--- config.mk ---
export PLATFORM = sky130hd
export DESIGN_NAME = fit_policy_block_allocator
export DESIGN_NICKNAME = d
export VERILOG_FILES = /design/src/hw/rtl/fpba_pkg.sv /design/src/hw/rtl/fit_policy_block_allocator.sv /design/src/hw/rtl/fpba_mem.sv /design/src/hw/rtl/fpba_scan.sv
export VERILOG_INCLUDE_DIRS = /design/src /design/src/hw/rtl
export SDC_FILE = /design/constraint.sdc
export NUM_CORES = 1
export LEC_CHECK = 0
export BUFFER_PORTS_ARGS = -buffer_cell sky130_fd_sc_hd__buf_4
export CORE_UTILIZATION = 35
export DETAILED_ROUTE_END_ITERATION = 6
export HOLD_SLACK_MARGIN = 0.12
export PLACE_DENSITY = 0.61
export SYNTH_ARGS = -nofsm -noshare
export SYNTH_HDL_FRONTEND = slang
export SYNTH_SLANG_ARGS = --single-unit
export TNS_END_PERCENT = 50
--- constraint.sdc ---
create_clock -name clock -period 4.05 [get_ports clock]
set_input_delay 0.405 -clock clock [delete_from_list [all_inputs] [get_ports clock]]
set_output_delay 0.405 -clock clock [all_outputs]
set_load 0.01 [all_outputs]
--- src/hw/rtl/fit_policy_block_allocator_macros.svh ---
// assertion macros for the fit policy block allocator
`ifndef FIT_POLICY_BLOCK_ALLOCATOR_MACROS_SVH
`define FIT_POLICY_BLOCK_ALLOCATOR_MACROS_SVH

`ifndef SYNTH

// same-cycle implication, checked outside reset
`define FPBA_ASSERT_IMPLIES(label, clk, rst, ante, cons) \
   label: assert property (@(posedge clk) disable iff (rst) (ante) |-> (cons)) \
      else $error("assertion failed");

// next-cycle implication, checked outside reset
`define FPBA_ASSERT_NEXT(label, clk, rst, ante, cons) \
   label: assert property (@(posedge clk) disable iff (rst) (ante) |=> (cons)) \
      else $error("assertion failed");

`else

`define FPBA_ASSERT_IMPLIES(label, clk, rst, ante, cons)
`define FPBA_ASSERT_NEXT(label, clk, rst, ante, cons)

`endif

`endif

--- src/hw/rtl/fpba_pkg.sv ---
package fpba_pkg;

   // fixed field widths of the ports
   localparam int OPERATION_WIDTH   = 1;
   localparam int BLOCK_INDEX_WIDTH = 4;
   localparam int FIELD_SIZE_WIDTH  = 16;
   localparam int RESULT_CODE_WIDTH = 2;
   localparam int POLICY_WIDTH      = 2;
   localparam int COUNT_WIDTH       = 5;
   localparam int CSR_INDEX_WIDTH   = 1;
   localparam int CSR_DATA_WIDTH    = 5;

   // register indexes
   localparam logic [CSR_INDEX_WIDTH-1:0] CSR_FIT_POLICY  = 1'b0;
   localparam logic [CSR_INDEX_WIDTH-1:0] CSR_BLOCK_COUNT = 1'b1;

   // reset values
   localparam logic [POLICY_WIDTH-1:0] POLICY_RESET = 2'd0;
   localparam logic [COUNT_WIDTH-1:0]  COUNT_RESET  = 5'd16;

   // operations
   localparam logic OP_LOAD    = 1'b0;
   localparam logic OP_REQUEST = 1'b1;

   typedef enum logic [POLICY_WIDTH-1:0] {
      POLICY_FIRST = 2'd0,
      POLICY_BEST  = 2'd1,
      POLICY_WORST = 2'd2
   } policy_type;

   typedef enum logic [RESULT_CODE_WIDTH-1:0] {
      CODE_ALLOCATED = 2'd0,
      CODE_NO_FIT    = 2'd1,
      CODE_LOADED    = 2'd2
   } result_code_type;

   // control from the sequencer to the compare unit
   typedef struct packed {
      logic                    clear;
      logic                    entry_valid;
      logic [POLICY_WIDTH-1:0] policy;
   } scan_ctrl_type;

endpackage

--- src/hw/rtl/fit_policy_block_allocator.sv ---
// Block allocator with a table of free space per memory block, placing requests by first,
// best or worst fit. A load transaction writes one block's size at acceptance, then posts its
// result. A request transaction reads the active blocks one a cycle through the single read
// port of the table into one shared compare unit, in steps: acceptance, the scan, the last
// read, and the write-back with the result. The input is stalled while a transaction is in
// flight; a result waits in the output register until taken, and the next transaction may
// be accepted meanwhile. Table entries are undefined until loaded.
module fit_policy_block_allocator #(
   parameter int MAX_BLOCKS = 16,
   parameter int SIZE_WIDTH = 16
) (
   input  logic                                     clock,
   input  logic                                     reset,
   input  logic                                     csr_write_enable,
   input  logic [fpba_pkg::CSR_INDEX_WIDTH-1:0]     csr_index,
   input  logic [fpba_pkg::CSR_DATA_WIDTH-1:0]      csr_write_data,
   input  logic                                     req_valid,
   output logic                                     req_stall,
   input  logic [fpba_pkg::OPERATION_WIDTH-1:0]     req_operation,
   input  logic [fpba_pkg::BLOCK_INDEX_WIDTH-1:0]   req_block_index,
   input  logic [fpba_pkg::FIELD_SIZE_WIDTH-1:0]    req_size_value,
   output logic                                     rsp_valid,
   input  logic                                     rsp_stall,
   output logic [fpba_pkg::RESULT_CODE_WIDTH-1:0]   rsp_result_code,
   output logic [fpba_pkg::BLOCK_INDEX_WIDTH-1:0]   rsp_chosen_block,
   output logic [fpba_pkg::FIELD_SIZE_WIDTH-1:0]    rsp_space_left
);
   import fpba_pkg::*;

`include "fit_policy_block_allocator_macros.svh"

   localparam int IDX_W     = (MAX_BLOCKS > 1) ? $clog2(MAX_BLOCKS) : 1;
   localparam int CNT_MAX   = (MAX_BLOCKS > 31) ? 31 : MAX_BLOCKS;
   localparam int SW        = SIZE_WIDTH;
   localparam int FW        = FIELD_SIZE_WIDTH;
   localparam int BW        = BLOCK_INDEX_WIDTH;

   typedef enum logic [1:0] {
      ST_IDLE,
      ST_SCAN,
      ST_DRAIN,
      ST_DONE
   } state_type;

   // configuration
   logic [POLICY_WIDTH-1:0] policy_ff;
   logic [COUNT_WIDTH-1:0]  count_ff;

   // sequencer and registered outputs
   state_type                state_ff, state_in;
   logic [COUNT_WIDTH-1:0]   ptr_ff, ptr_in;
   logic                     rd_valid_ff, rd_valid_in;
   logic [IDX_W-1:0]         rd_idx_ff, rd_idx_in;
   logic                     op_ff, op_in;
   logic [SW-1:0]            want_ff, want_in;
   logic [BW-1:0]            ld_blk_ff, ld_blk_in;
   logic [FW-1:0]            ld_left_ff, ld_left_in;
   logic                     rsp_valid_ff, rsp_valid_in;
   logic [RESULT_CODE_WIDTH-1:0] rsp_code_ff, rsp_code_in;
   logic [BW-1:0]            rsp_blk_ff, rsp_blk_in;
   logic [FW-1:0]            rsp_left_ff, rsp_left_in;

   // datapath
   logic                     accept;
   logic                     post;
   logic [COUNT_WIDTH-1:0]   n_raw;
   logic [COUNT_WIDTH-1:0]   n_act;
   logic [SW+FW-1:0]         size_ext;
   logic [SW-1:0]            size_int;
   logic [FW+SW-1:0]         size_out_ext;
   logic                     load_in_range;
   logic [IDX_W+BW-1:0]      load_addr_ext;
   logic [IDX_W+COUNT_WIDTH-1:0] ptr_addr_ext;
   logic [IDX_W-1:0]         read_addr;
   logic                     mem_we;
   logic [IDX_W-1:0]         mem_waddr;
   logic [SW-1:0]            mem_wdata;
   logic [SW-1:0]            mem_rdata;
   logic [SW-1:0]            remain;
   logic [FW+SW-1:0]         remain_ext;
   logic [BW+IDX_W-1:0]      pick_ext;
   logic                     load_we;
   logic                     wb_we;
   scan_ctrl_type            scan_ctrl;
   logic                     hit;
   logic [IDX_W-1:0]         pick_idx;
   logic [SW-1:0]            pick_val;

   // configuration writes
   always_ff @(posedge clock) begin
      if (reset) begin
         policy_ff <= POLICY_RESET;
         count_ff  <= COUNT_RESET;
      end else if (csr_write_enable) begin
         case (csr_index)
            CSR_FIT_POLICY:  policy_ff <= csr_write_data[POLICY_WIDTH-1:0];
            CSR_BLOCK_COUNT: count_ff  <= csr_write_data[COUNT_WIDTH-1:0];
            default:         ;
         endcase
      end
   end

   // active block count, clamped to one and to the table depth
   always_comb begin
      n_raw = (count_ff == '0) ? COUNT_WIDTH'(1) : count_ff;
      n_act = (n_raw > COUNT_WIDTH'(CNT_MAX)) ? COUNT_WIDTH'(CNT_MAX) : n_raw;
   end

   // size and index conversions
   always_comb begin
      size_ext      = {{SW{1'b0}}, req_size_value};
      size_int      = size_ext[SW-1:0];
      size_out_ext  = {{FW{1'b0}}, size_int};
      load_in_range = (32'(req_block_index) < MAX_BLOCKS);
      load_addr_ext = {{IDX_W{1'b0}}, req_block_index};
      ptr_addr_ext  = {{IDX_W{1'b0}}, ptr_ff};
      read_addr     = ptr_addr_ext[IDX_W-1:0];
      remain        = pick_val - want_ff;
      remain_ext    = {{FW{1'b0}}, remain};
      pick_ext      = {{BW{1'b0}}, pick_idx};
   end

   assign accept = req_valid && !req_stall;
   assign post   = (state_ff == ST_DONE) && (!rsp_valid_ff || !rsp_stall);

   // table write port: loads at acceptance, write-back when the result is posted
   always_comb begin
      load_we   = accept && (req_operation == OP_LOAD) && load_in_range;
      wb_we     = post && (op_ff == OP_REQUEST) && hit;
      mem_we    = load_we || wb_we;
      mem_waddr = load_we ? load_addr_ext[IDX_W-1:0] : pick_idx;
      mem_wdata = load_we ? size_int : remain;
   end

   // compare unit control
   always_comb begin
      scan_ctrl.clear       = accept;
      scan_ctrl.entry_valid = rd_valid_ff;
      scan_ctrl.policy      = policy_ff;
   end

   fpba_mem #(
      .DEPTH      (MAX_BLOCKS),
      .DATA_WIDTH (SW),
      .ADDR_WIDTH (IDX_W)
   ) u_mem (
      .clock        (clock),
      .write_enable (mem_we),
      .write_addr   (mem_waddr),
      .write_data   (mem_wdata),
      .read_addr    (read_addr),
      .read_data    (mem_rdata)
   );

   fpba_scan #(
      .SIZE_WIDTH (SW),
      .IDX_WIDTH  (IDX_W)
   ) u_scan (
      .clock     (clock),
      .reset     (reset),
      .ctrl      (scan_ctrl),
      .entry_idx (rd_idx_ff),
      .entry_val (mem_rdata),
      .want      (want_ff),
      .hit       (hit),
      .pick_idx  (pick_idx),
      .pick_val  (pick_val)
   );

   // sequencer next state
   always_comb begin
      state_in     = state_ff;
      ptr_in       = ptr_ff;
      rd_valid_in  = 1'b0;
      rd_idx_in    = rd_idx_ff;
      op_in        = op_ff;
      want_in      = want_ff;
      ld_blk_in    = ld_blk_ff;
      ld_left_in   = ld_left_ff;
      rsp_valid_in = rsp_valid_ff && rsp_stall;
      rsp_code_in  = rsp_code_ff;
      rsp_blk_in   = rsp_blk_ff;
      rsp_left_in  = rsp_left_ff;
      case (state_ff)
         ST_IDLE: begin
            if (accept) begin
               op_in      = req_operation;
               want_in    = size_int;
               ld_blk_in  = req_block_index;
               ld_left_in = load_in_range ? size_out_ext[FW-1:0] : '0;
               ptr_in     = '0;
               state_in   = (req_operation == OP_REQUEST) ? ST_SCAN : ST_DONE;
            end
         end
         ST_SCAN: begin
            rd_valid_in = 1'b1;
            rd_idx_in   = read_addr;
            ptr_in      = ptr_ff + COUNT_WIDTH'(1);
            if (ptr_ff == n_act - COUNT_WIDTH'(1)) begin
               state_in = ST_DRAIN;
            end
         end
         ST_DRAIN: begin
            state_in = ST_DONE;
         end
         ST_DONE: begin
            if (post) begin
               rsp_valid_in = 1'b1;
               state_in     = ST_IDLE;
               if (op_ff == OP_LOAD) begin
                  rsp_code_in = CODE_LOADED;
                  rsp_blk_in  = ld_blk_ff;
                  rsp_left_in = ld_left_ff;
               end else if (hit) begin
                  rsp_code_in = CODE_ALLOCATED;
                  rsp_blk_in  = pick_ext[BW-1:0];
                  rsp_left_in = remain_ext[FW-1:0];
               end else begin
                  rsp_code_in = CODE_NO_FIT;
                  rsp_blk_in  = '0;
                  rsp_left_in = '0;
               end
            end
         end
         default: begin
            state_in = ST_IDLE;
         end
      endcase
   end

   // sequencer state and registered outputs
   always_ff @(posedge clock) begin
      if (reset) begin
         state_ff     <= ST_IDLE;
         ptr_ff       <= '0;
         rd_valid_ff  <= 1'b0;
         rsp_valid_ff <= 1'b0;
      end else begin
         state_ff     <= state_in;
         ptr_ff       <= ptr_in;
         rd_valid_ff  <= rd_valid_in;
         rsp_valid_ff <= rsp_valid_in;
      end
      rd_idx_ff   <= rd_idx_in;
      op_ff       <= op_in;
      want_ff     <= want_in;
      ld_blk_ff   <= ld_blk_in;
      ld_left_ff  <= ld_left_in;
      rsp_code_ff <= rsp_code_in;
      rsp_blk_ff  <= rsp_blk_in;
      rsp_left_ff <= rsp_left_in;
   end

   assign req_stall        = (state_ff != ST_IDLE);
   assign rsp_valid        = rsp_valid_ff;
   assign rsp_result_code  = rsp_code_ff;
   assign rsp_chosen_block = rsp_blk_ff;
   assign rsp_space_left   = rsp_left_ff;

   // checks
   `FPBA_ASSERT_IMPLIES(a_scan_in_range, clock, reset, state_ff == ST_SCAN, ptr_ff < n_act)
   `FPBA_ASSERT_NEXT(a_request_scans, clock, reset, accept && (req_operation == OP_REQUEST), state_ff == ST_SCAN)
   `FPBA_ASSERT_IMPLIES(a_code_known, clock, reset, rsp_valid, (rsp_result_code == CODE_ALLOCATED) || (rsp_result_code == CODE_NO_FIT) || (rsp_result_code == CODE_LOADED))
   `FPBA_ASSERT_IMPLIES(a_no_fit_zero, clock, reset, rsp_valid && (rsp_result_code == CODE_NO_FIT), (rsp_chosen_block == '0) && (rsp_space_left == '0))

endmodule

--- src/hw/rtl/fpba_mem.sv ---
module fpba_mem #(
   parameter int DEPTH      = 16,
   parameter int DATA_WIDTH = 16,
   parameter int ADDR_WIDTH = 4
) (
   input  logic                  clock,
   input  logic                  write_enable,
   input  logic [ADDR_WIDTH-1:0] write_addr,
   input  logic [DATA_WIDTH-1:0] write_data,
   input  logic [ADDR_WIDTH-1:0] read_addr,
   output logic [DATA_WIDTH-1:0] read_data
);

   logic [DATA_WIDTH-1:0] mem_ff [DEPTH];
   logic [DATA_WIDTH-1:0] read_data_ff;

   // one write port
   always_ff @(posedge clock) begin
      if (write_enable) begin
         mem_ff[write_addr] <= write_data;
      end
   end

   // one registered read port
   always_ff @(posedge clock) begin
      read_data_ff <= mem_ff[read_addr];
   end

   assign read_data = read_data_ff;

endmodule

--- src/hw/rtl/fpba_scan.sv ---
module fpba_scan #(
   parameter int SIZE_WIDTH = 16,
   parameter int IDX_WIDTH  = 4
) (
   input  logic                          clock,
   input  logic                          reset,
   input  fpba_pkg::scan_ctrl_type       ctrl,
   input  logic [IDX_WIDTH-1:0]          entry_idx,
   input  logic [SIZE_WIDTH-1:0]         entry_val,
   input  logic [SIZE_WIDTH-1:0]         want,
   output logic                          hit,
   output logic [IDX_WIDTH-1:0]          pick_idx,
   output logic [SIZE_WIDTH-1:0]         pick_val
);
   import fpba_pkg::*;

   logic                  found_ff;
   logic                  found_in;
   logic [IDX_WIDTH-1:0]  pick_idx_ff;
   logic [SIZE_WIDTH-1:0] pick_val_ff;
   logic                  fits;
   logic                  larger;
   logic                  smaller;
   logic                  take;
   logic                  take_eff;

   // compare of one table entry against the request and the current pick
   always_comb begin
      fits    = (want <= entry_val);
      larger  = (entry_val > pick_val_ff);
      smaller = (entry_val < pick_val_ff);
      case (policy_type'(ctrl.policy))
         POLICY_WORST: take = !found_ff || larger;
         POLICY_BEST:  take = fits && (!found_ff || smaller);
         POLICY_FIRST: take = fits && !found_ff;
         default:      take = fits && !found_ff;
      endcase
      take_eff = ctrl.entry_valid && take;
      found_in = ctrl.clear ? 1'b0 : (found_ff || take_eff);
   end

   always_ff @(posedge clock) begin
      if (reset) begin
         found_ff <= 1'b0;
      end else begin
         found_ff <= found_in;
      end
   end

   // current pick
   always_ff @(posedge clock) begin
      if (take_eff) begin
         pick_idx_ff <= entry_idx;
         pick_val_ff <= entry_val;
      end
   end

   // worst fit still has to check the size; for the others it always holds
   assign hit      = found_ff && (want <= pick_val_ff);
   assign pick_idx = pick_idx_ff;
   assign pick_val = pick_val_ff;

endmodule

Word level (Yosys, flattened, before mapping)
Memory sizes are Yosys's and may differ from the RTL's. A register that Yosys moved wholly into a read port is not among the register bits.
Index checks and enable logic that the tools add are counted.
Storage, ports and cells
  bits in writable memories: 256
  memories: 1
  word-level logic and storage cells: 88
  register bits: 84
  input bits: 32
  output and inout bits: 24
Cells by class
  $lt $le $gt $ge: 5
  multiplexer cells: 22
  bitwise operators: 2
  equality and inequality tests: 9
  add/sub/neg operators: 3
  reductions and logical operators: 30
Memory list
  u_mem.mem_ff: depth 16, width 16, rd ports 1, clocked after Yosys merged registers in 1, write ports 1, RTL line fpba_mem.sv:14  | logic [DATA_WIDTH-1:0] mem_ff [DEPTH];
Operators with widths (count)
  $mux W16: 3
  $le A16 B16 Y1: 2
  $gt A16 B16 Y1: 1
  $lt A16 B16 Y1: 1
  $sub A16 B16 Y16: 1
  $mux W5: 3
  $mux W4: 3
  $logic_and A1 B1 Y1: 10
  $pmux W5 S2: 1
  $reduce_and A2 Y1: 5
  $mux W2: 4
  $pmux W2 S4: 1
  $eq A2 B2 Y1 const B: 3
  $mux W1: 6
  $ne A2 B2 Y1 const B: 3
  $add A5 B1 Y5 const B: 1
  $eq A5 B5 Y1: 1
  $gt A5 B5 Y1 const B: 1
  $logic_not A5 Y1: 1
  $logic_or A1 B1 Y1: 5
  $sub A5 B1 Y5 const B: 1
  $eq A2 B1 Y1 const B: 2
  $logic_not A1 Y1: 4
  $reduce_bool A2 Y1: 2
  other kinds (5): 6

Longest topological paths before layout
Gate-level depths: netlist of the first run.
  depth in word-level cells: 8
  mapped depth: 11

Cells and area by module
A second synthesis of the first run with hierarchy kept.
Unflattened totals
  cell total of the unflattened synthesis: 961
  area, all modules: 15367.2 sq um
Modules (own cells, without submodules)
  fpba_mem: area an instance 10042.1 sq um, times used 1, cells an instance 432
  fit_policy_block_allocator: area an instance 3498.4 sq um, times used 1, cells an instance 347
  fpba_scan: area an instance 1826.8 sq um, times used 1, cells an instance 182

Worst setup path before layout of the first run
OpenSTA, ideal clock, no wires.
  path type: reg-to-reg
  start: register ld_left_ff[11] (netlist name)
  end: register u_scan.pick_idx_ff[0] (netlist: u_scan.pick_idx[0]) (enable)
  setup time: 449 ps
  arrival time: 3700 ps
  stages on the path, launching flop included: 8
  setup slack: -99 ps
  buffers on the path: 0
  cells stage by stage: edfxtp_1 ha_1 and3_1 or3b_1 or3_1 nand2_1 a21oi_1 nor4bb_1
RTL lines
  end signal, assigned: RTL line fpba_scan.sv:53  | pick_idx_ff <= entry_idx;
  end, declared: RTL line fpba_scan.sv:19  | logic [IDX_WIDTH-1:0] pick_idx_ff;

==> results.ini, run 1 <==
[run_status]
status = finished clean

[placed_design]
port_buffers = 55
hpwl_um = 22380
place.gp.congestion = 0.9800

[pwr]
seqPwrFrac_pct = 46.0
p_int_w = 0.007696
p_sw_share_pct = 29.27
share_comb_of_total_power_pct = 23.1
ir_worst_vdd_uv = 294.8
p_switching_w = 0.003186
powerDensity_mw_per_mm2 = 609.6
p_clk_share_pct = 30.9
leakagePower_nw = 6.119

[cts]
cts.sinks = 356
cts.path.max_buffers = 3
ctsHoldBuffers = 25
cts_tree = done
post_cts_buffers = 0
cts_resized = 0
clk_pin_slew_ns = 0.07
cts_max_level = 2
cts_root_buf = clkbuf_16
cts_buffers = 37
clock_latency_ns = 0.53

[synthesis]
synth.most_common_cell = edfxtp_1
syn-mean-instance-area_um2 = 16.68
synth.distinct_cells = 64
synth_edf_count = 323
synth_top_flop_cell = edfxtp_1
async_flop_share_pct = 0
yosys-top-cells-count = edfxtp_1 (323), mux4_2 (80), inv_1 (65), ha_1 (55), nand2_1 (55)
synth-seq-cells = 356
synth-seq-area-share_pct = 68.10
synthTopCellsByArea = edfxtp_1 (64%), mux4_2 (12%), ha_1 (4.5%), dfxtp_1 (4.3%), inv_1 (1.6%)
syn_area_mm2 = 0.01521
syn_inst = 912
syn_nets = 1000
synth_top_area_share_pct = 63.76
yosys_warnings = 0
synth.largest_area_cell = edfxtp_1

[sta]
slew_viol_final = 0
fmax_mhz = 299.9
rsz0062_at_grt = no
tns_ns = 0
maxSlewHeadroom_pct = 33.14
fin_skew_ns = 0.01547
setup_viol = 0
tightest_slew_ns = 1.002
period_minus_slack_ns = 3.334
hold_viol_final = 0
finalCritPeriodShare_pct = 82.33

[critical_path]
end_kind = flop
start_kind = flop
r2r-start = ld_left_ff[9]
worstPathArrival_ns = 3.48
critical_path.max_fanout = 16
timing.reg2reg.setup_slack_ns = 0.72
crit_required_ns = 4.20
r2r_cells = 8
r2r-end = u_mem.mem_ff[14][12]
crit_type = reg2reg

[drt]
ant_nets = 0
vias_per_cell = 5.042
wl_per_cell_um = 19.49
wl_met2_um = 14020
postRouteWirelength_um = 31750
drc = 0
highest_layer = met4
dr.first_iter.drc_count = 494
met3WireLength_um = 2045
firstDrtPassIters = 5
vias = 8214
met1_length_um = 14850

[min_path]
hold_end = count_ff[3]
hp-class = in2reg
hold_depth = 3
hold_start = csr_write_data[3]

[global_route]
antenna_found_initial = 0
grt_max_degree = 51
overflow = 0
grt_pass1_vias = 8337
grt_first_pass_wirelength_um = 49200
track_usage_pct = 14.63

[floorplan]
row_count = 76
io_pins = 56
fp.dieW_um = 210.5
coreArea_mm2 = 0.04298
die_h_um = 210.5
die-area_mm2 = 0.04430
start_util_pct = 35.39

[final_layout]
drive_above_1_share_pct = 23.28
multi_input_area_mm2 = 0.004524
layout.nets = 1104
nFillCells = 3877
area_delta_synth_final_pct = 17.34
utilization_pct = 41.53
seq_area_mm2 = 0.01036
antenna_cells = 0

[job]
max_cap_violations = 0

logic make-up after synthesis:
logic type	share of synthesized area [%]
flip-flops	68.10
AND/OR/NAND/NOR	5.610
AO/OA/AOI/OAI	5.289
buffers and inverters	2.541
multiplexers	12.77
adder cells (fa/ha/maj)	4.655
XOR/XNOR	1.036
how the worst max path moves through the flow:
stage | slack [ns] | from | end | depth (start not counted)
floorplan | 0.07 | state_ff[0] | u_mem.mem_ff[11][0] | 5
global placement | 0.71 | u_mem.read_data[10] | u_scan.pick_val[9] | 9
detailed placement | 0.70 | ld_left_ff[9] | u_mem.mem_ff[14][10] | 8
CTS | 0.66 | ld_left_ff[9] | u_mem.mem_ff[14][12] | 8
global route | 0.49 | ld_left_ff[9] | u_mem.mem_ff[14][12] | 8
finish | 0.72 | ld_left_ff[9] | u_mem.mem_ff[14][12] | 8
power groups by stage:
stage          Combinational [W]  Clock [W]  Sequential [W]
2_1_floorplan            0.00166          0         0.00499
3_3_place_gp             0.00246          0         0.00508
3_5_place_dp             0.00249          0         0.00509
4_1_cts                  0.00252    0.00345         0.00501
5_1_grt                  0.00277    0.00357         0.00504
6_report                 0.00251    0.00336         0.00501
cells in the final DEF, fill, tap and decap left out, types with 7 or more instances in the layout:
| cell type | netlist | final |
|---|---|---|
| nor2_1 | 47 | 31 |
| ha_1 | 55 | 55 |
| dlygate4sd3_1 | 0 | 25 |
| clkinv_2 | 0 | 8 |
| inv_1 | 65 | 65 |
| nand2_1 | 55 | 55 |
| clkbuf_16 | 0 | 37 |
| nor2_2 | 0 | 16 |
| nor3_1 | 7 | 7 |
| nand4_1 | 8 | 8 |
| mux2_2 | 8 | 8 |
| xnor2_1 | 13 | 13 |
| a21oi_1 | 26 | 26 |
| nand3_1 | 27 | 27 |
| o21ai_0 | 26 | 26 |
| dfxtp_1 | 33 | 31 |
| edfxtp_1 | 323 | 323 |
| a21o_1 | 8 | 8 |
| mux4_2 | 80 | 80 |
| buf_4 | 1 | 68 |
registers in the layout (all words and copies together), names as in the netlist, 4 cells and up:
signal / count
u_mem.mem_ff: 256
ld_left_ff: 16
rsp_space_left: 16
u_mem.read_data: 16
u_scan.pick_val: 16
count_ff: 5
ptr_ff: 5
ld_blk_ff: 4
rd_idx_ff: 4
rsp_chosen_block: 4
u_scan.pick_idx: 4
final cells by class:
type                    instances  share of cell area (%)
inverters                      66                   1.388
well taps                     585                   4.101
flip-flops and latches        356                   58.07
clock inverters                24                   1.409
repair buffers                 94                   4.374
clock buffers                  43                   5.313
multi-input cells             461                   25.35
metrics by stage:
step,setup slack (ns),std cells,total power [W],hold slack (ns),instance area [µm²]
floorplan,0.06704,912,0.006650,0.4003,15220
global placement,0.7106,1537,0.007544,0.4037,16400
detailed placement,0.6990,1537,0.007579,0.4057,16400
CTS,0.6616,1629,0.01098,0.1233,17850
global route,0.4950,1629,0.01138,0.1369,17850
finish,0.7156,1629,0.01088,0.1424,17850
worst max-delay path: stages (launching register included):
cell	delay [ns]
edfxtp_1	0.37
inv_1	0.07
ha_1	0.43
nand4_2	0.21
a211o_1	0.27
a31o_1	0.21
a31oi_4	0.30
a32oi_4	0.29
nor2_2	0.78
routing by layer:
metal  GRT usage (%)  up-vias
li1                -     3778
met1           21.16     4123
met2           22.08      254
met3           2.950       59
met4           4.773        0
met5               0        -
No activity file was read; power rests on OpenSTA's default activity.
==> run 2, diff against run 1 <==
- ABC_AREA: unset -> 1
- PLACE_DENSITY: 0.61 -> 0.59
- clock period: 4.05 -> 3.4 ns (I/O delays scaled with it)
==> results.ini, run 2 <==
[synthesis]
syn_inst = 1330  ; +46%
syn_area_mm2 = 0.01556  ; +2.3%
syn_nets = 1418  ; +42%
synth_top_flop_cell = edfxtp_1
synth.largest_area_cell = edfxtp_1
synth-seq-area-share_pct = 66.58  ; -1.5 points
synth_edf_count = 323  ; unchanged
muxShareOfSynthArea_pct = 1.479  ; -11 points
synth-seq-cells = 356  ; unchanged
synth_top_family_by_area = simple AND/OR/NAND/NOR gates
synth.most_common_cell = edfxtp_1
syn-mean-instance-area_um2 = 11.70  ; -30%
synth_xor_area_share_pct = 0.9005  ; -0.14 points
synth_fa_ha_area_share_pct = 4.551  ; -0.10 points
synthTopCellsByArea = edfxtp_1 (62%), nand2_1 (4.9%), nor2_1 (4.7%), ha_1 (4.4%), dfxtp_1 (4.2%)
synth.distinct_cells = 42  ; -34%
synth_compound_area_share_pct = 10.74  ; +5.5 points
synth_top_area_share_pct = 62.33  ; -1.4 points
yosys-top-cells-count = edfxtp_1 (323), nand2_1 (202), nor2_1 (194), inv_1 (98), o21ai_0 (98)
yosys.area_share.simple_pct = 11.71  ; +6.1 points
yosys_warnings = 0  ; unchanged
async_flop_share_pct = 0  ; unchanged

[sta]
fin_skew_ns = 0.01458  ; -0.0008959 ns
tightest_slew_ns = 1.330  ; +0.3284 ns
setup_viol = 0  ; unchanged
postLayoutSetupSlackWorst_ns = 0.4546  ; -0.2610 ns
rsz0062_at_grt = no
maxSlewHeadroom_pct = 11.01  ; -22 points
hold_viol_final = 0  ; unchanged
slew_viol_final = 0  ; unchanged
finalCritPeriodShare_pct = 86.63  ; +4.3 points
period_minus_slack_ns = 2.945  ; -0.3890 ns
tns_ns = 0  ; unchanged
fmax_mhz = 339.5  ; +13%

[final_layout]
top_register = u_mem.mem_ff
antenna_cells = 0  ; unchanged
utilization_pct = 42.21  ; +0.68 points
layout.nets = 1529  ; +38%
final_common_cell = edfxtp_1
largest_reg_flops = 256  ; unchanged
drive_above_1_share_pct = 13.28  ; -10 points
area_delta_synth_final_pct = 17.87
nFillCells = 4042  ; +4.3%
final_cell_mix = edfxtp_1 (323), nand2_1 (202), nor2_1 (194)

[critical_path]
start_kind = flop
crit_required_ns = 3.61  ; -0.59 ns
worstPathArrival_ns = 3.15  ; -0.33 ns
r2r-end = u_mem.mem_ff[13][0]
crit_end = u_mem.mem_ff[13][0]
critical_path.max_fanout = 16  ; unchanged
crit_start = u_scan.pick_val[7]
r2r-start = u_scan.pick_val[7]
crit_type = reg2reg
timing.reg2reg.setup_slack_ns = 0.45  ; -0.26 ns
r2r_cells = 12  ; +4
end_kind = flop

[floorplan]
io_pins = 56  ; unchanged
start_util_pct = 35.81  ; +0.42 points
die_h_um = 212.9  ; +1.1%
die-area_mm2 = 0.04531  ; +2.3%
row_count = 76  ; unchanged
coreArea_mm2 = 0.04346  ; +1.1%
fp.dieW_um = 212.9  ; +1.1%

[pwr]
p_clk_share_pct = 28.3  ; -2.6 points
share_comb_of_total_power_pct = 27.9  ; +4.8 points
p_switching_w = 0.004631  ; +45%
p_int_w = 0.009150  ; +19%
finalPower_w = 0.01378  ; +27%
leakagePower_nw = 6.689  ; +9.3%
ir_worst_vdd_uv = 342.2  ; +16%
seqPwrFrac_pct = 43.7  ; -2.3 points
p_sw_share_pct = 33.60  ; +4.3 points
powerDensity_mw_per_mm2 = 751.4  ; +23%

[global_route]
grt_first_pass_wirelength_um = 58990  ; +20%
antenna_found_initial = 0  ; unchanged
overflow = 0  ; unchanged
track_usage_pct = 17.20  ; +2.6 points
gr-usage-met3_pct = 2.015  ; -0.93 points
use_met2_pct = 25.91  ; +3.8 points
grt_pass1_vias = 9850  ; +18%
grt_busiest_layer = met2
grt.met1_usage_pct = 25.58  ; +4.4 points
grt_max_degree = 89  ; +75%

[drt]
vias = 10430  ; +27%
drc = 0  ; unchanged
postRouteWirelength_um = 38650  ; +22%
dr.first_iter.drc_count = 1050  ; +110%
wl_per_cell_um = 18.83  ; -3.4%
firstDrtPassIters = 6  ; +1
vias_per_cell = 5.082  ; +0.79%
ant_nets = 0  ; unchanged

[placed_design]
dpl_worst_slack_ns = 0.4880  ; -0.2110 ns
port_buffers = 55  ; unchanged
hpwl_um = 25790  ; +15%
place.gp.congestion = 0.9005  ; -8.1%

[min_path]
hp-class = in2reg

[cts]
clock_latency_ns = 0.53  ; about the same
cts_root_buf = clkbuf_16
cts_max_level = 2  ; unchanged
cts_tree = done
cts.sinks = 356  ; unchanged
clk_pin_slew_ns = 0.06  ; about the same
post_cts_buffers = 0  ; unchanged
cts_buffers = 38  ; +2.7%
cts.path.max_buffers = 3  ; unchanged
cts_resized = 0  ; unchanged

[run_status]
status = finished clean

[job]
max_cap_violations = 0  ; unchanged

## run 2: cell types whose count changed after synthesis, moves of 9 or more
cell / delta
a21oi_1: +36
clkbuf_1: +21
inv_1: +33
mux2i_1: +18
mux4_2: -80
nand2_1: +147
nand3_1: +15
nor2_1: +147
o211ai_1: +9
o21ai_0: +72
o221ai_1: +21
o32ai_1: +41
## run 2: final cells by class
| class | count | area, µm² | share of cell area, % |
|---|---|---|---|
| Sequential cell | 356 | 10370 | 56.52 |
| Multi-Input combinational cell | 815 | 4636 | 25.27 |
| Timing Repair Buffer | 126 | 1051 | 5.730 |
| Clock buffer | 50 | 1047 | 5.710 |
| Tap cell | 585 | 732.0 | 3.991 |
| Inverter | 104 | 391.6 | 2.135 |
| Clock inverter | 17 | 116.4 | 0.6344 |
## run 2: how the worst min path moves through the flow
stage | from | end | depth (start not counted)
after floorplan | rd_idx_ff[0] | u_scan.pick_idx[0] | 0
after global placement | rd_idx_ff[0] | u_scan.pick_idx[0] | 0
after detailed placement | rd_idx_ff[2] | u_scan.pick_idx[2] | 0
after CTS | csr_index | policy_ff[0] | 4
after global routing | csr_write_data[0] | policy_ff[0] | 3
final | csr_write_data[0] | policy_ff[0] | 3
## run 2: power by group through the flow
stage / clock network [W] / registers (W) / logic (W)
after global placement: 0 / 0.00611 / 0.00378
after global routing: 0.00413 / 0.00606 / 0.00423
after detailed placement: 0 / 0.00612 / 0.00382
final: 0.00390 / 0.00603 / 0.00385
after floorplan: 0 / 0.00602 / 0.00225
after CTS: 0.00397 / 0.00603 / 0.00386
## run 2: worst max-delay path, stage by stage (launching register included)
cell and delay, ns:
edfxtp_1 0.40, ha_1 0.39, nand2_2 0.10, nor2_2 0.16, a21boi_1 0.20, o21ai_1 0.09, nand3_2 0.09, nand2_2 0.06
nor2_4 0.28, nand2_2 0.08, buf_4 0.24, a21oi_2 0.23, buf_4 0.28
## run 2: cell families (layout without fill, tap and decap cells)
group                      Yosys count  in the layout
AOI/OAI and AO/OA                  264            264
muxes                               23             23
buffers and inverters              159            297
DFF                                356            356
xor gates and xnor gates            16             16
adders and majority gates           56             56
and+or+nand+nor                    456            456
## run 2: through the flow
step	instances	area [µm²]	hold slack, ns
after global placement	1959	16910	0.4058
after global routing	2053	18340	0.1482
final	2053	18340	0.1333
after CTS	2053	18340	0.1204
after detailed placement	1959	16910	0.4065
after floorplan	1330	15560	0.4003
## run 2: repair_timing
item / in CTS / in global routing
hold buffers: 27 / 0
endpoints found under the hold margin: 31 / 0
endpoints found under the setup margin: 0 / 0
## run 2: layer usage
layer,up-vias,part of all wire [%]
li1,4974,-
met1,5050,47
met2,347,44
met3,63,5.8
met4,0,3.0
met5,-,0
==> run 3, diff against run 2 <==
- SYNTH_HIERARCHICAL: unset -> 1
==> results.ini, run 3 <==
[critical_path]
crit_required_ns = 3.64  ; +0.03 ns
crit_type = reg2reg
start_kind = flop
path_delay_family = compound AO/OA/AOI/OAI gates
worstPathArrival_ns = 3.23  ; +0.08 ns
worst-path-buf-inv = 3  ; +1
critical_path.max_fanout = 16  ; unchanged
crit_start = u_scan/pick_val[1]
r2r-start = u_scan/pick_val[1]
crit_path_cell_trace = inv_1, ha_1, a21oi_1, o21ai_0, nand2_1, o211ai_1, nand2_1, nand3_1, a21oi_1, nand2_1, o21ai_0, buf_4, nand3b_1, nor2_2, buf_4
cp_slowest_cell = edfxtp_1
cp_common_cell = nand2_1
end_kind = flop
critPathMaxStageDelay_ns = 0.43  ; +0.03 ns

[final_layout]
area_delta_synth_final_pct = 17.87  ; about the same
layout.nets = 1939  ; +27%
top_register = u_mem/mem_ff
drive_above_1_share_pct = 11.58  ; -1.7 points
finalNonFillerCells = 2481  ; +21%
antenna_cells = 0  ; unchanged
final_common_cell = nand2_1
largest_reg_flops = 256  ; unchanged
utilization_pct = 41.69  ; -0.52 points
final_cell_area_mm2 = 0.01986  ; +8.3%
final_cell_mix = nand2_1 (497), edfxtp_1 (323), inv_1 (285)

[cts]
cts_max_level = 2  ; unchanged
cts_buffers = 40  ; +5.3%
clk_pin_slew_ns = 0.06  ; about the same
post_cts_buffers = 0  ; unchanged
cts_tree = done
cts.sinks = 356  ; unchanged
clock_latency_ns = 0.56  ; +0.03 ns
cts_root_buf = clkbuf_16
cts.path.max_buffers = 3  ; unchanged

[synthesis]
yosys_warnings = 6  ; +6
syn_area_mm2 = 0.01685  ; +8.3%
synth_top_area_share_pct = 57.56  ; -4.8 points
synth-seq-cells = 356  ; unchanged
yosys-top-cells-count = nand2_1 (497), edfxtp_1 (323), inv_1 (285), nand3_1 (227), ha_1 (70)
synth-seq-area-share_pct = 61.48  ; -5.1 points
synthTopCellsByArea = edfxtp_1 (58%), nand2_1 (11%), nand3_1 (6.7%), inv_1 (6.3%), ha_1 (5.2%)
synth.distinct_cells = 43  ; +2.4%
synth_edf_count = 323  ; unchanged
synth.largest_area_cell = edfxtp_1
syn_nets = 1814  ; +28%
async_flop_share_pct = 0  ; unchanged
synth.most_common_cell = nand2_1
synth_top_flop_cell = edfxtp_1
syn_inst = 1711  ; +29%
syn-mean-instance-area_um2 = 9.849  ; -16%

[placed_design]
dp_cells = 2377  ; +21%
placed_area_mm2 = 0.01827  ; +8.1%
port_buffers = 55  ; unchanged
hpwl_um = 29710  ; +15%
dpl_worst_slack_ns = 0.4556  ; -0.03241 ns
place.gp.congestion = 0.9007  ; about the same

[global_route]
grt_max_degree = 135  ; +52%
overflow = 0  ; unchanged
antenna_found_initial = 0  ; unchanged
grt_pass1_vias = 11600  ; +18%
track_usage_pct = 17.96  ; +0.76 points
grt_first_pass_wirelength_um = 67200  ; +14%

[sta]
hold_viol_final = 0  ; unchanged
tns_ns = 0  ; unchanged
setup_viol = 0  ; unchanged
period_minus_slack_ns = 2.990  ; +0.04508 ns
slew_viol_final = 0  ; unchanged
fin_skew_ns = 0.03102  ; +0.01644 ns
postLayoutSetupSlackWorst_ns = 0.4095  ; -0.04508 ns
maxSlewHeadroom_pct = 29.48  ; +18 points
tightest_slew_ns = 1.057  ; -0.2733 ns
finalCritPeriodShare_pct = 87.95  ; +1.3 points
rsz0062_at_grt = no
fmax_mhz = 334.4  ; -1.5%

[drt]
firstDrtPassIters = 5  ; -1
postRouteWirelength_um = 44340  ; +15%
vias = 11970  ; +15%
wl_per_cell_um = 17.87  ; -5.1%
vias_per_cell = 4.823  ; -5.1%
ant_nets = 0  ; unchanged
drc = 0  ; unchanged
dr.first_iter.drc_count = 965  ; -8.1%

[floorplan]
start_util_pct = 35.37  ; -0.44 points
die-area_mm2 = 0.04903  ; +8.2%
row_count = 80  ; +5.3%
die_h_um = 221.4  ; +4.0%
fp.dieW_um = 221.4  ; +4.0%
coreArea_mm2 = 0.04765  ; +9.6%
io_pins = 56  ; unchanged

[pwr]
leakagePower_nw = 8.615  ; +29%
powerDensity_mw_per_mm2 = 728.8  ; -3.0%
ir_worst_vdd_uv = 371.6  ; +8.6%

[run_status]
status = finished clean

[min_path]
hp-class = in2reg
hold_start = csr_write_enable

[job]
max_cap_violations = 0  ; unchanged

## run 3: power by group
part	leakage (nW)	switching (W)	internal (W)
Sequential	3.20	0.000181	0.00576
Clock	0.614	0.00173	0.00245
Combinational	4.80	0.00314	0.00121
Total	8.62	0.00505	0.00942
## run 3: worst min-delay path: cells and delay by family
kind / cells / cell delay, ns
AOI/OAI and AO/OA: 1 / 0.17
and+or+nand+nor: 1 / 0.15
buffers and inverters: 1 / 0.08
## run 3: final timing paths
path,end,slack (ns),cells past startpoint
max reg2reg,u_mem/mem_ff[6][13],0.41,15
max,u_mem/mem_ff[6][13],0.41,15
min,count_ff[1],0.23,3
min reg2reg,u_scan/pick_idx[2],0.42,0
## run 3: final cells by class
class / count / area [µm²]
Clock buffer: 51 / 1105
Clock inverter: 21 / 167.7
Fill cell: 4598 / 27780
Inverter: 298 / 1134
Multi-Input combinational cell: 1001 / 5074
Sequential cell: 356 / 10360
Tap cell: 615 / 769.5
Timing Repair Buffer: 139 / 1249
## run 3: timing repair
action | in CTS | in global routing
hold endpoints to repair | 34 | 0
resized for setup | 0 | 0
hold buffers | 32 | 0
## run 3: per-stage QoR
step / hold slack (ns) / power (W)
after floorplan: 0.4003 / 0.008471
after global placement: 0.4083 / 0.01027
after detailed placement: 0.4052 / 0.01031
after CTS: 0.1938 / 0.01453
after global routing: 0.2261 / 0.01514
final: 0.2271 / 0.01448
## run 3: logic make-up (layout without fill, tap and decap cells)
| logic type | Yosys count | count (layout) | synth area share [%] |
|---|---|---|---|
| and+or+nand+nor | 810 | 810 | 20.23 |
| DFF | 356 | 356 | 61.48 |
| buffers and inverters | 354 | 509 | 8.695 |
| xor gates and xnor gates | 11 | 11 | 0.5718 |
| AOI/OAI and AO/OA | 109 | 109 | 3.705 |
| adders and majority gates | 71 | 71 | 5.316 |
## run 3: routing by layer
layer	wire [µm]	global-route usage, %	up-vias
met5	0	0	-
met1	20280	24.50	5630
met2	20150	28.94	393
li1	-	-	5857
met3	2398	2.403	86
met4	1508	7.168	0
